**src/design/qvnp_pkg.sv**
```systemverilog
// Shared types and constants for the QUIC version negotiation parser.
package qvnp_pkg;

  // Longest connection ID accepted in either length field
  localparam int unsigned MAX_ID_LEN       = 20;
  localparam logic [7:0]  MAX_VERSIONS_RST = 8'd16;
  localparam logic [2:0]  SHORT_PKT_LEN    = 3'd7;
  localparam int unsigned QUEUE_DEPTH      = 4;

  typedef enum logic [2:0] {
    PH_FIRST    = 3'd0,
    PH_VERSION  = 3'd1,
    PH_DCID_LEN = 3'd2,
    PH_DCID     = 3'd3,
    PH_SCID_LEN = 3'd4,
    PH_SCID     = 3'd5,
    PH_VERSIONS = 3'd6
  } phase_t;

  typedef enum logic [1:0] {
    KIND_DCID   = 2'd0,
    KIND_SCID   = 2'd1,
    KIND_VER    = 2'd2,
    KIND_STATUS = 2'd3
  } kind_t;

  typedef enum logic [1:0] {
    ST_OK    = 2'd0,
    ST_PARSE = 2'd1,
    ST_LEN   = 2'd2
  } status_t;

  typedef struct packed {
    kind_t       kind;
    logic [31:0] value;
    logic [7:0]  element_index;
    status_t     status;
    logic [7:0]  ver_total;
    logic        end_of_run;
  } result_t;

  // Results produced by one byte: count, then first and second word
  typedef struct packed {
    logic [1:0] n;
    result_t    r0;
    result_t    r1;
  } push_t;

endpackage

```
**src/design/quic_version_negotiation_parser_unit.sv**
```systemverilog
// An accepted word is held in the input register; when the queue has room, the parser writes
// its results into the four-entry result queue. Throughput: one input word per cycle while
//   each word yields at most one result and the receiver takes them; a final byte that also
//   closes an ID byte or version word yields two results, drained one per cycle.
// Reset: synchronous, active low; clears packet state and queue, the version word limit
//   returns to 16.
module quic_version_negotiation_parser_unit
  import qvnp_pkg::*;
#(
  parameter int unsigned ID_LEN_MAX = MAX_ID_LEN
)
(
  input  logic        clk,
  input  logic        rst_n,
  // configuration: version word limit
  input  logic        cfg_wr_en,
  input  logic [7:0]  cfg_wr_data,
  // input stream
  input  logic        in_tvalid,
  output logic        in_tready,
  input  logic [7:0]  in_tdata,   // [7:0] in_byte
  input  logic        in_tlast,   // last_byte
  // result stream
  output logic        out_tvalid,
  input  logic        out_tready,
  output logic [55:0] out_tdata,  // [31:0] value, [39:32] element_index, [41:40] status,
                                  // [49:42] ver_total, [55:50] zero
  output logic [1:0]  out_tuser,  // [1:0] kind
  output logic        out_tlast   // end_of_run
);

  // Input register: one word waiting for the parser
  logic       in_vld_r;
  logic [7:0] in_byte_r;
  logic       in_last_r;

  logic       room2;
  logic       go;
  push_t      push;
  result_t    out_res;

  // Process the held word only when the queue can take both possible results
  assign go        = in_vld_r && room2;
  // Advance the input register whenever it is empty or being consumed this cycle
  assign in_tready = !in_vld_r || go;

  always_ff @(posedge clk) begin
    if (!rst_n) begin
      in_vld_r <= 1'b0;
    end else if (in_tready) begin
      in_vld_r <= in_tvalid;
    end
  end

  // Payload needs no reset; hold it while stalled
  always_ff @(posedge clk) begin
    if (in_tready && in_tvalid) begin
      in_byte_r <= in_tdata;
      in_last_r <= in_tlast;
    end
  end

  qvnp_parser #(
    .ID_LEN_MAX (ID_LEN_MAX)
  ) u_parser (
    .clk         (clk),
    .rst_n       (rst_n),
    .cfg_wr_en   (cfg_wr_en),
    .cfg_wr_data (cfg_wr_data),
    .go          (go),
    .in_byte     (in_byte_r),
    .in_last     (in_last_r),
    .push        (push)
  );

  qvnp_result_queue u_queue (
    .clk       (clk),
    .rst_n     (rst_n),
    .push      (push),
    .room2     (room2),
    .out_valid (out_tvalid),
    .out_ready (out_tready),
    .out_res   (out_res)
  );

  // Pack the head result onto the stream fields
  assign out_tdata = {6'd0, out_res.ver_total, out_res.status,
                      out_res.element_index, out_res.value};
  assign out_tuser = out_res.kind;
  assign out_tlast = out_res.end_of_run;

endmodule

```
**src/design/qvnp_parser.sv**
```systemverilog
// Per-byte packet state update and result generation.
module qvnp_parser
  import qvnp_pkg::*;
#(
  parameter int unsigned ID_LEN_MAX = MAX_ID_LEN
)
(
  input  logic       clk,
  input  logic       rst_n,
  input  logic       cfg_wr_en,
  input  logic [7:0] cfg_wr_data,
  input  logic       go,
  input  logic [7:0] in_byte,
  input  logic       in_last,
  output push_t      push
);

  phase_t      phase_r, phase_nxt;
  logic [7:0]  field_position_r, field_position_nxt;
  logic [7:0]  id_bytes_left_r, id_bytes_left_nxt;
  logic [23:0] word_assembly_r, word_assembly_nxt;
  logic [7:0]  words_emitted_r, words_emitted_nxt;
  status_t     error_code_r, error_code_nxt;
  logic [2:0]  short_count_r, short_count_nxt;
  logic [7:0]  word_limit_r;

  // Packet view after this byte, before the end-of-packet clear
  phase_t      pkt_phase;
  logic [7:0]  pkt_field_position;
  logic [7:0]  pkt_words;
  status_t     pkt_error;
  logic [2:0]  pkt_short;
  logic        id_len_bad;

  logic        item_v;
  result_t     item;
  result_t     stat;
  status_t     final_st;

  assign id_len_bad = (in_byte > 8'(ID_LEN_MAX));

  // Next state
  always_comb begin
    pkt_phase          = phase_r;
    pkt_field_position = field_position_r;
    id_bytes_left_nxt  = id_bytes_left_r;
    word_assembly_nxt  = word_assembly_r;
    pkt_words          = words_emitted_r;
    pkt_error          = error_code_r;
    pkt_short          = (short_count_r < SHORT_PKT_LEN) ? short_count_r + 3'd1 : short_count_r;

    if (error_code_r == ST_OK) begin
      case (phase_r)
        PH_FIRST: begin
          if (!in_byte[7]) begin
            pkt_error = ST_PARSE;
          end else begin
            pkt_phase          = PH_VERSION;
            pkt_field_position = 8'd0;
          end
        end
        PH_VERSION: begin
          if (in_byte != 8'd0) begin
            pkt_error = ST_PARSE;
          end else if (field_position_r >= 8'd3) begin
            pkt_phase          = PH_DCID_LEN;
            pkt_field_position = 8'd0;
          end else begin
            pkt_field_position = field_position_r + 8'd1;
          end
        end
        PH_DCID_LEN, PH_SCID_LEN: begin
          if (id_len_bad) begin
            pkt_error = ST_LEN;
          end else if (in_byte == 8'd0) begin
            pkt_phase          = (phase_r == PH_DCID_LEN) ? PH_SCID_LEN : PH_VERSIONS;
            pkt_field_position = 8'd0;
            word_assembly_nxt  = 24'd0;
          end else begin
            id_bytes_left_nxt  = in_byte;
            pkt_field_position = 8'd0;
            pkt_phase          = (phase_r == PH_DCID_LEN) ? PH_DCID : PH_SCID;
          end
        end
        PH_DCID, PH_SCID: begin
          pkt_field_position = field_position_r + 8'd1;
          id_bytes_left_nxt  = id_bytes_left_r - 8'd1;
          if (id_bytes_left_r == 8'd1) begin
            pkt_phase          = (phase_r == PH_DCID) ? PH_SCID_LEN : PH_VERSIONS;
            pkt_field_position = 8'd0;
            word_assembly_nxt  = 24'd0;
          end
        end
        PH_VERSIONS: begin
          if (field_position_r < 8'd3) begin
            word_assembly_nxt  = {word_assembly_r[15:0], in_byte};
            pkt_field_position = field_position_r + 8'd1;
          end else begin
            pkt_field_position = 8'd0;
            word_assembly_nxt  = 24'd0;
            if (words_emitted_r < word_limit_r) begin
              pkt_words = words_emitted_r + 8'd1;
            end
          end
        end
        default: begin
          pkt_error = ST_PARSE;
        end
      endcase
    end

    phase_nxt          = pkt_phase;
    field_position_nxt = pkt_field_position;
    words_emitted_nxt  = pkt_words;
    error_code_nxt     = pkt_error;
    short_count_nxt    = pkt_short;

    // Drop all packet state after the final byte
    if (in_last) begin
      phase_nxt          = PH_FIRST;
      field_position_nxt = 8'd0;
      id_bytes_left_nxt  = 8'd0;
      word_assembly_nxt  = 24'd0;
      words_emitted_nxt  = 8'd0;
      error_code_nxt     = ST_OK;
      short_count_nxt    = 3'd0;
    end
  end

  // Outputs
  always_comb begin
    item_v = 1'b0;
    item   = '0;
    if (error_code_r == ST_OK) begin
      case (phase_r)
        PH_DCID, PH_SCID: begin
          item_v             = 1'b1;
          item.kind          = (phase_r == PH_DCID) ? KIND_DCID : KIND_SCID;
          item.value         = {24'd0, in_byte};
          item.element_index = field_position_r;
        end
        PH_VERSIONS: begin
          if ((field_position_r >= 8'd3) && (words_emitted_r < word_limit_r)) begin
            item_v             = 1'b1;
            item.kind          = KIND_VER;
            item.value         = {word_assembly_r, in_byte};
            item.element_index = words_emitted_r;
          end
        end
        default: begin
          item_v = 1'b0;
        end
      endcase
    end
    item.end_of_run = !in_last;

    if (pkt_short < SHORT_PKT_LEN) begin
      final_st = ST_PARSE;
    end else if (pkt_error != ST_OK) begin
      final_st = pkt_error;
    end else if ((pkt_phase == PH_VERSIONS) && (pkt_field_position == 8'd0)) begin
      final_st = ST_OK;
    end else begin
      final_st = ST_PARSE;
    end

    stat            = '0;
    stat.kind       = KIND_STATUS;
    stat.status     = final_st;
    stat.ver_total  = pkt_words;
    stat.end_of_run = 1'b1;

    push = '0;
    if (go) begin
      push.n  = {1'b0, item_v} + {1'b0, in_last};
      push.r0 = item_v ? item : stat;
      push.r1 = stat;
    end
  end

  always_ff @(posedge clk) begin
    if (!rst_n) begin
      phase_r          <= PH_FIRST;
      field_position_r <= 8'd0;
      id_bytes_left_r  <= 8'd0;
      word_assembly_r  <= 24'd0;
      words_emitted_r  <= 8'd0;
      error_code_r     <= ST_OK;
      short_count_r    <= 3'd0;
      word_limit_r     <= MAX_VERSIONS_RST;
    end else begin
      if (go) begin
        phase_r          <= phase_nxt;
        field_position_r <= field_position_nxt;
        id_bytes_left_r  <= id_bytes_left_nxt;
        word_assembly_r  <= word_assembly_nxt;
        words_emitted_r  <= words_emitted_nxt;
        error_code_r     <= error_code_nxt;
        short_count_r    <= short_count_nxt;
      end
      if (cfg_wr_en) begin
        word_limit_r <= cfg_wr_data;
      end
    end
  end

`ifndef SYNTH
  a_id_left_nonzero: assert property (@(posedge clk) disable iff (!rst_n)
    (phase_r == PH_DCID || phase_r == PH_SCID) |-> (id_bytes_left_r != 8'd0))
    else $error("ID phase with no bytes left");

  a_word_pos_range: assert property (@(posedge clk) disable iff (!rst_n)
    (phase_r == PH_VERSIONS) |-> (field_position_r < 8'd4))
    else $error("version word position out of range");

  a_clear_after_last: assert property (@(posedge clk) disable iff (!rst_n)
    (go && in_last) |=> (phase_r == PH_FIRST && words_emitted_r == 8'd0 &&
                         error_code_r == ST_OK && short_count_r == 3'd0))
    else $error("packet state not cleared after final byte");
`endif

endmodule

```
**src/design/qvnp_result_queue.sv**
```systemverilog
// Small result queue: takes up to two words per cycle, gives one while out_ready is high.
module qvnp_result_queue
  import qvnp_pkg::*;
(
  input  logic    clk,
  input  logic    rst_n,
  input  push_t   push,
  output logic    room2,
  output logic    out_valid,
  input  logic    out_ready,
  output result_t out_res
);

  localparam int PTR_W = $clog2(QUEUE_DEPTH);
  localparam int CNT_W = $clog2(QUEUE_DEPTH + 1);

  result_t            mem_r [QUEUE_DEPTH];
  logic [PTR_W-1:0]   wr_ptr_r, rd_ptr_r;
  logic [CNT_W-1:0]   count_r, count_nxt;
  logic               pop;

  assign out_valid = (count_r != '0);
  assign out_res   = mem_r[rd_ptr_r];
  assign pop       = out_valid && out_ready;
  assign room2     = (count_r <= CNT_W'(QUEUE_DEPTH - 2));
  assign count_nxt = count_r + CNT_W'(push.n) - CNT_W'(pop);

  always_ff @(posedge clk) begin
    if (push.n != 2'd0) begin
      mem_r[wr_ptr_r] <= push.r0;
    end
    if (push.n == 2'd2) begin
      mem_r[wr_ptr_r + PTR_W'(1)] <= push.r1;
    end
  end

  always_ff @(posedge clk) begin
    if (!rst_n) begin
      wr_ptr_r <= '0;
      rd_ptr_r <= '0;
      count_r  <= '0;
    end else begin
      wr_ptr_r <= wr_ptr_r + PTR_W'(push.n);
      if (pop) begin
        rd_ptr_r <= rd_ptr_r + PTR_W'(1);
      end
      count_r <= count_nxt;
    end
  end

`ifndef SYNTH
  a_count_bound: assert property (@(posedge clk) disable iff (!rst_n)
    count_r <= CNT_W'(QUEUE_DEPTH))
    else $error("result queue count above depth");

  a_no_overflow: assert property (@(posedge clk) disable iff (!rst_n)
    (push.n != 2'd0) |-> ((count_r + CNT_W'(push.n)) <= CNT_W'(QUEUE_DEPTH)))
    else $error("result queue overflow");

  a_ptr_count: assert property (@(posedge clk) disable iff (!rst_n)
    PTR_W'(wr_ptr_r - rd_ptr_r) == count_r[PTR_W-1:0])
    else $error("queue pointers disagree with count");
`endif

endmodule

```
**config.mk**
```make
export PLATFORM = sky130hd
export DESIGN_NAME = quic_version_negotiation_parser_unit
export DESIGN_NICKNAME = d
export VERILOG_FILES = /design/src/design/qvnp_pkg.sv /design/src/design/quic_version_negotiation_parser_unit.sv /design/src/design/qvnp_parser.sv /design/src/design/qvnp_result_queue.sv
export SDC_FILE = /design/constraint.sdc
export NUM_CORES = 1
export LEC_CHECK = 0
export BUFFER_PORTS_ARGS = -buffer_cell sky130_fd_sc_hd__buf_2
export CORE_MARGIN = 1
export CORE_UTILIZATION = 55
export CTS_BUF_LIST = sky130_fd_sc_hd__clkbuf_4 sky130_fd_sc_hd__clkbuf_8 sky130_fd_sc_hd__clkbuf_16
export DETAILED_ROUTE_END_ITERATION = 6
export GPL_TIMING_DRIVEN = 1
export HOLD_SLACK_MARGIN = 0.08
export PLACE_DENSITY = 0.76
export SYNTH_ARGS = -nofsm -noshare
export SYNTH_HDL_FRONTEND = slang
export SYNTH_SLANG_ARGS = --single-unit
```
**constraint.sdc**
```tcl
create_clock -name clk -period 4.1 [get_ports clk]
set_clock_uncertainty 0.15 [all_clocks]
set_input_delay 0.41 -clock clk [delete_from_list [all_inputs] [get_ports clk]]
set_output_delay 0.41 -clock clk [all_outputs]
set_load 0.1 [all_outputs]
```
# Word level (Yosys, flattened, before mapping)
# Memories as Yosys holds them, arrays and structs flattened. A register that Yosys moved wholly into a read port is not among the register bits.
# Index checks and enable logic that the tools add are counted.
dict set report word_totals {
  ramBits 212
  regBits 81
  n_memories 1
  wordCells 133
}
# name words word_bits read_ports rd_ports_with_merged_regs wr line
set mem_list {}
lappend mem_list {u_queue.mem_r 4 53 1 1 2 qvnp_result_queue.sv:17} ;# result_t mem_r [QUEUE_DEPTH];
dict set report classes {
  reduce_logical 24
  order_cmp 7
  n_mux 64
  n_addsub 10
  eq_ne 13
}
# operator n
set op_table {}
lappend op_table {{24-bit 2-to-1 mux} 6}
lappend op_table {{8-bit 2-to-1 mux} 17}
lappend op_table {{108-bit 2-to-1 mux} 1}
lappend op_table {{42-bit 2-to-1 mux} 2}
lappend op_table {{42-bit case mux with 2 select lines} 1}
lappend op_table {{24-bit case mux with 3 select lines} 1}
lappend op_table {{53-bit 2-to-1 mux} 1}
lappend op_table {{8-bit case mux with 5 select lines} 1}
lappend op_table {{3-bit 2-to-1 mux} 11}
lappend op_table {{2-bit 2-to-1 mux} 11}
lappend op_table {{8-bit by 1-bit adder with 8-bit output (second input constant)} 2}
lappend op_table {{8-bit logical NOT} 2}
lappend op_table {{8-bit case mux with 2 select lines} 1}
lappend op_table {{3-bit equality test (second input constant)} 4}
lappend op_table {{3-bit case mux with 4 select lines} 1}
lappend op_table {{8-bit by 1-bit equality test with 1-bit output (second input constant)} 1}
lappend op_table {{8-bit by 2-bit greater-or-equal comparator with 1-bit output (second input constant)} 1}
lappend op_table {{8-bit by 5-bit > comparator with 1-bit output (second input constant)} 1}
lappend op_table {{8-bit by 2-bit less-than comparator with 1-bit output (second input constant)} 1}
lappend op_table {{8-bit less-than comparator} 1}
lappend op_table {{1-bit 2-to-1 mux} 8}
lappend op_table {{2-bit case mux with 4 select lines} 1}
lappend op_table {{8-bit nonzero test} 1}
lappend op_table {{8-bit by 1-bit subtractor with 8-bit output (second input constant)} 1}
lappend op_table {{26 further kinds} 40}

# Longest topological paths before layout
dict set report depth {
  ltp_word 16
  depth_mapped 17
}

# Modules after synthesis
# A second synthesis with hierarchy kept.
dict set report hier_totals {
  cells_unflattened 1217
  hier_area_um2 15826.4
}
# mod area_each_um2 cells_each seq_area_each_um2 n_inst
set modules_own_cells {}
lappend modules_own_cells {qvnp_result_queue 10736.5 563 6546.3 1}
lappend modules_own_cells {qvnp_parser 4705.8 632 1281.2 1}
lappend modules_own_cells {quic_version_negotiation_parser_unit 384.1 22 290.3 1}

# Least setup slack after synthesis
# No wires, ideal clock.
dict set report synth_path {
  kind {register to register}
  startpoint {register u_parser.field_position_r[0]}
  endpoint {memory u_queue.mem_r[0][9] (netlist bit) (data pin)}
  stages_incl_launch_ff 16
  path_buffers 1
  path_slack_ps 248
  period_less_slack_ps 3852
  t_arrival_ps 3541
  path_cell_list {dfxtp_1 ha_1 or4_4 nor2_8 nor2_2 a31oi_4 nand2_2 ha_1 clkbuf_1 nor2_1 or2_2 o21ai_0 nand2_1 inv_1 nand2_1 nor3b_1}
}
# element line
set synth_lines {}
lappend synth_lines {{start: declaration} qvnp_parser.sv:19} ;# logic [7:0] field_position_r, field_position_nxt;
lappend synth_lines {{start signal: assignment} qvnp_parser.sv:194} ;# field_position_r <= field_position_nxt;
lappend synth_lines {{end: declaration} qvnp_result_queue.sv:17}

==> summary.md <==
The flow ran to the end, and the final reports show no timing, DRC or antenna violations. In this run the post-CTS setup repair buffer count came out at 0. For the core area, the log shows 0.0237 sq mm. The logs give 994 for the initial detailed-routing violation count and 83 for the number of distinct library cells after synthesis. In this run the worst path has a maximum fanout of 10.

Dividing the synthesized area by the synthesized cell count gives 11.0 sq um. The logs give 1316 for the number of nets in the layout and 0 for the total congestion overflow. The top-area cell type share of the netlist area works out to 0.349. For the worst setup path, the data required time is 4.34 ns.

Static timing analysis puts the maximum clock frequency at 0.261 GHz. For the logic gate share of total power, the log shows 0.175. After filler insertion, the fill cell instance count of the layout stands at 1886. Prior to clock tree synthesis, the placed netlist has a worst setup slack of 0.192 ns. For the worst flop-to-flop path, the logic depth is 14.

The source of the worst hold timing path was cfg_wr_en. Final routed wire length divided by cell count: 21.6 um. The H-tree depth is 1, and the final count of hold timing violations is 0.

The post-layout total power is 7.12 mW, and the reported net switching power is 2.15 mW. The number of vias per cell after detailed routing is 6.49, and the die width is 158 um. Total power density per cell area: 468 mW/mm^2. The worst hold path terminates at u_parser.word_limit_r[4]$_SDFFE_PN1P_.

The logs give 21.6 mm for the total half-perimeter wirelength after legalization and detailed placement and 10100 for the number of global-route vias before repair. The number of antenna violations at the first check in global routing is 0, and the via total after detailed routing is 10500. The number of warning messages in the yosys log was 0; the total number of placement rows was 56. The initial core utilization is 0.567, and the area growth from synthesis to layout is 13.1%. 0 antenna diodes ended up in the layout. The sequential share of power came out at 0.444.

83 I/O pins were placed. The actual transition at the worst max-transition pin came out at 1.17 ns. The final layout contains routed wiring with a total length of 34.9 mm. The switching share of total power is 0.303, and the height of the die is 158 um. The startpoint identified for the worst register-to-register timing path is u_parser.field_position_r[0]$_SDFFE_PN0P_. The root buffer cell chosen for the clock tree is clkbuf_16.

Routability-driven placement finished with a final weighted congestion of 0.993. Setup repair after global routing left no endpoint under its margin. Clock-pin slew was measured on the worst setup and hold paths at 0.06 ns. By area the synthesized netlist is led by dfxtp_1, edfxtp_1, mux4_2. The worst setup path is captured at a flop. The longest clock path from root to sink contains 3 buffers. In the routed design, unresolved DRC markers number 0. The share of post-route cells with drive strength above 1 is 0.197.

The worst voltage drop across the vdd grid is 0.351 mV, and the clock buffer count from CTS is 29. Counting flops and latches in the post-synthesis netlist gives 295. The reported leakage power is 5.38 nW. The final setup slack of the worst path is 0.268 ns, and the cell-internal power is 4.96 mW. The largest area contributor in the synthesized netlist is dfxtp_1. The die covers 0.0250 sq mm.

The sequential element share of the synthesized area was 0.485; the worst hold path stage count was 3. The tools report the final-report setup violation count as 0. The mapped netlist covers 0.0134 sq mm. The worst slack on hold paths is 0.134 ns, and the post-synthesis async set-or-reset flop share is 0. The reg-to-reg critical path endpoint was u_queue.mem_r[0][9]$_DFFE_PP_. The arrival time of data at the critical path endpoint is 4.07 ns.

The startpoint kind of the worst setup timing path is a flop. TritonCTS built the clock tree. Entering global routing, the biggest net connects 99 pins. The global-route usage over all layers was 0.286. Synthesis handed over a netlist of 1220 instances.

The run gives 0.214 as the remaining max-slew budget at the tightest pin. The setup path with the least slack is of type flop to flop. Subtracting the final worst setup slack from the clock period gives 3.83 ns. The first global-routing pass estimated 55.5 mm of wire. The number of flops mapped to enable cells by yosys is 61, and the count of input and output buffers is 76.

The clock reaches the later pin of the worst-skew pair after 0.57 ns. For the final routed database, the setup TNS stands at 0 ns. Among all flip-flop cells after synthesis, the most frequent one is dfxtp_1. The number of pins with negative max-slew slack in the final report came out at 0.

The number of violations of the max-capacitance limit was 0. The count of nets left with antenna violations once routing finished came out at 0. The number of sinks on the clock net was 295; the register-to-register path setup slack was 0.27 ns. The tools report the fraction of power consumed by the clock network as 0.381. The run gives 6 as the detailed-routing iteration count for the pre-antenna-repair pass. The path class of the tightest hold or removal check is primary input to flop. The final clock period utilization by the worst path was 0.935.
## cells in the mapped netlist, types with 7 or more instances
library cell  count
or3_1            10
buf_4             7
a22o_1           71
dfxtp_1         234
a32o_1           97
mux4_2           53
and3_1            7
o21ai_0          33
nand2_1          83
and2_1           19
edfxtp_1         61
a31oi_1           9
clkbuf_1         75
nor2b_1          19
nand4_1           7
buf_1             7
ha_1             19
mux2i_1           9
a21oi_1          38
nand3_1          32
nor3_1           18
a211oi_1         11
a21boi_0         33
inv_1            26
xnor2_1          11
buf_2            23
o21a_1            8
nand2b_1          7
nor2_1           83
## repair_timing
item / in CTS / in global routing
setup endpoints to repair: 0 / 36
endpoints found under the hold margin: 18 / 0
hold buffers: 18 / 0
resized for setup: 0 / 2
## routing by layer
metal  GRT usage  wire length (um)  up-vias
li1            -                 -     4780
met1       0.393             15200     5233
met2       0.471             16800      404
met3      0.0367              2160       63
met4      0.0888               806        0
met5           0                 0        -
## power groups by stage
stage | Sequential [mW] | Clock [mW] | Combinational (mW)
floorplan | 3.10 | 0 | 1.10
global placement | 3.22 | 0 | 1.21
detailed placement | 3.23 | 0 | 1.22
CTS | 3.16 | 2.74 | 1.24
global route | 3.18 | 2.88 | 1.31
finish | 3.16 | 2.71 | 1.25
## layout by cell type (no fill, tap or decap), types with 38 or more instances in the layout
master / n
edfxtp_1: 61
buf_2: 76
a22o_1: 71
nand2_1: 83
buf_4: 38
a21oi_1: 38
mux4_2: 53
dfxtp_1: 232
nor2_1: 83
a32o_1: 97
## registers in the layout, indices dropped and copies added (netlist names), named ones only
signal	flops
u_parser.word_assembly_r	24
in_byte_r	8
u_parser.short_count_r	3
u_queue.mem_r	212
u_parser.phase_r	3
u_queue.wr_ptr_r	2
u_parser.words_emitted_r	8
u_parser.field_position_r	8
u_parser.id_bytes_left_r	8
in_last_r	1
u_parser.word_limit_r	8
u_queue.count_r	3
in_vld_r	1
u_parser.error_code_r	2
u_queue.rd_ptr_r	2
## metrics by stage
| step | instances | cell area, sq um | utilization |
|---|---|---|---|
| final | 1616 | 15200 | 0.641 |
| after global routing | 1616 | 15200 | 0.641 |
| after CTS | 1616 | 15200 | 0.641 |
| after detailed placement | 1544 | 14000 | 0.592 |
| after global placement | 1544 | 14000 | 0.592 |
| after floorplan | 1225 | 13400 | - |
## how the worst max path moves through the flow
stage               cells after the start                            end  slack [ns]                                      start
floorplan                              15  u_queue.mem_r[0][9]$_DFFE_PP_        0.25  u_parser.field_position_r[0]$_SDFFE_PN0P_
global placement                       11  u_queue.mem_r[3][5]$_DFFE_PP_        0.34  u_parser.field_position_r[0]$_SDFFE_PN0P_
detailed placement                     11  u_queue.mem_r[3][5]$_DFFE_PP_        0.19  u_parser.field_position_r[0]$_SDFFE_PN0P_
CTS                                    11  u_queue.mem_r[3][7]$_DFFE_PP_        0.19  u_parser.field_position_r[0]$_SDFFE_PN0P_
global route                           13  u_queue.mem_r[1][9]$_DFFE_PP_       0.003  u_parser.field_position_r[0]$_SDFFE_PN0P_
finish                                 14  u_queue.mem_r[0][9]$_DFFE_PP_        0.27  u_parser.field_position_r[0]$_SDFFE_PN0P_
## area by class of cell
cell class	count	area, sq um	area share
Clock buffer	39	813	0.0535
Clock inverter	15	165	0.0109
Multi-Input combinational cell	789	6340	0.418
Tap cell	319	399	0.0263
Inverter	27	101	0.00667
Sequential cell	295	6520	0.429
Timing Repair Buffer	132	846	0.0557
## logic make-up (layout without fill, tap and decap cells)
logic type	count (synthesis)	after routing	share of synthesized area
AOI/OAI and AO/OA	359	359	0.218
muxes	64	64	0.0973
DFF	295	295	0.485
adders and majority gates	20	20	0.0192
buffers and inverters	141	213	0.0442
xor gates and xnor gates	17	17	0.0111
other	1	6	0.000279
and+or+nand+nor	323	323	0.125
## critical path: stages, from the launching register on
cell     delay (ns)
dfxtp_1        0.39
ha_1           0.27
or4_4          0.50
nor2_8         0.18
nor2_2         0.09
a31oi_4        0.20
nand2_2        0.15
ha_2           0.46
nor2_1         0.09
or2_2          0.32
o21ai_0        0.15
nand2_1        0.09
inv_1          0.09
nand2_1        0.25
nor3b_1        0.29
(Power assumes the default switching activity.)
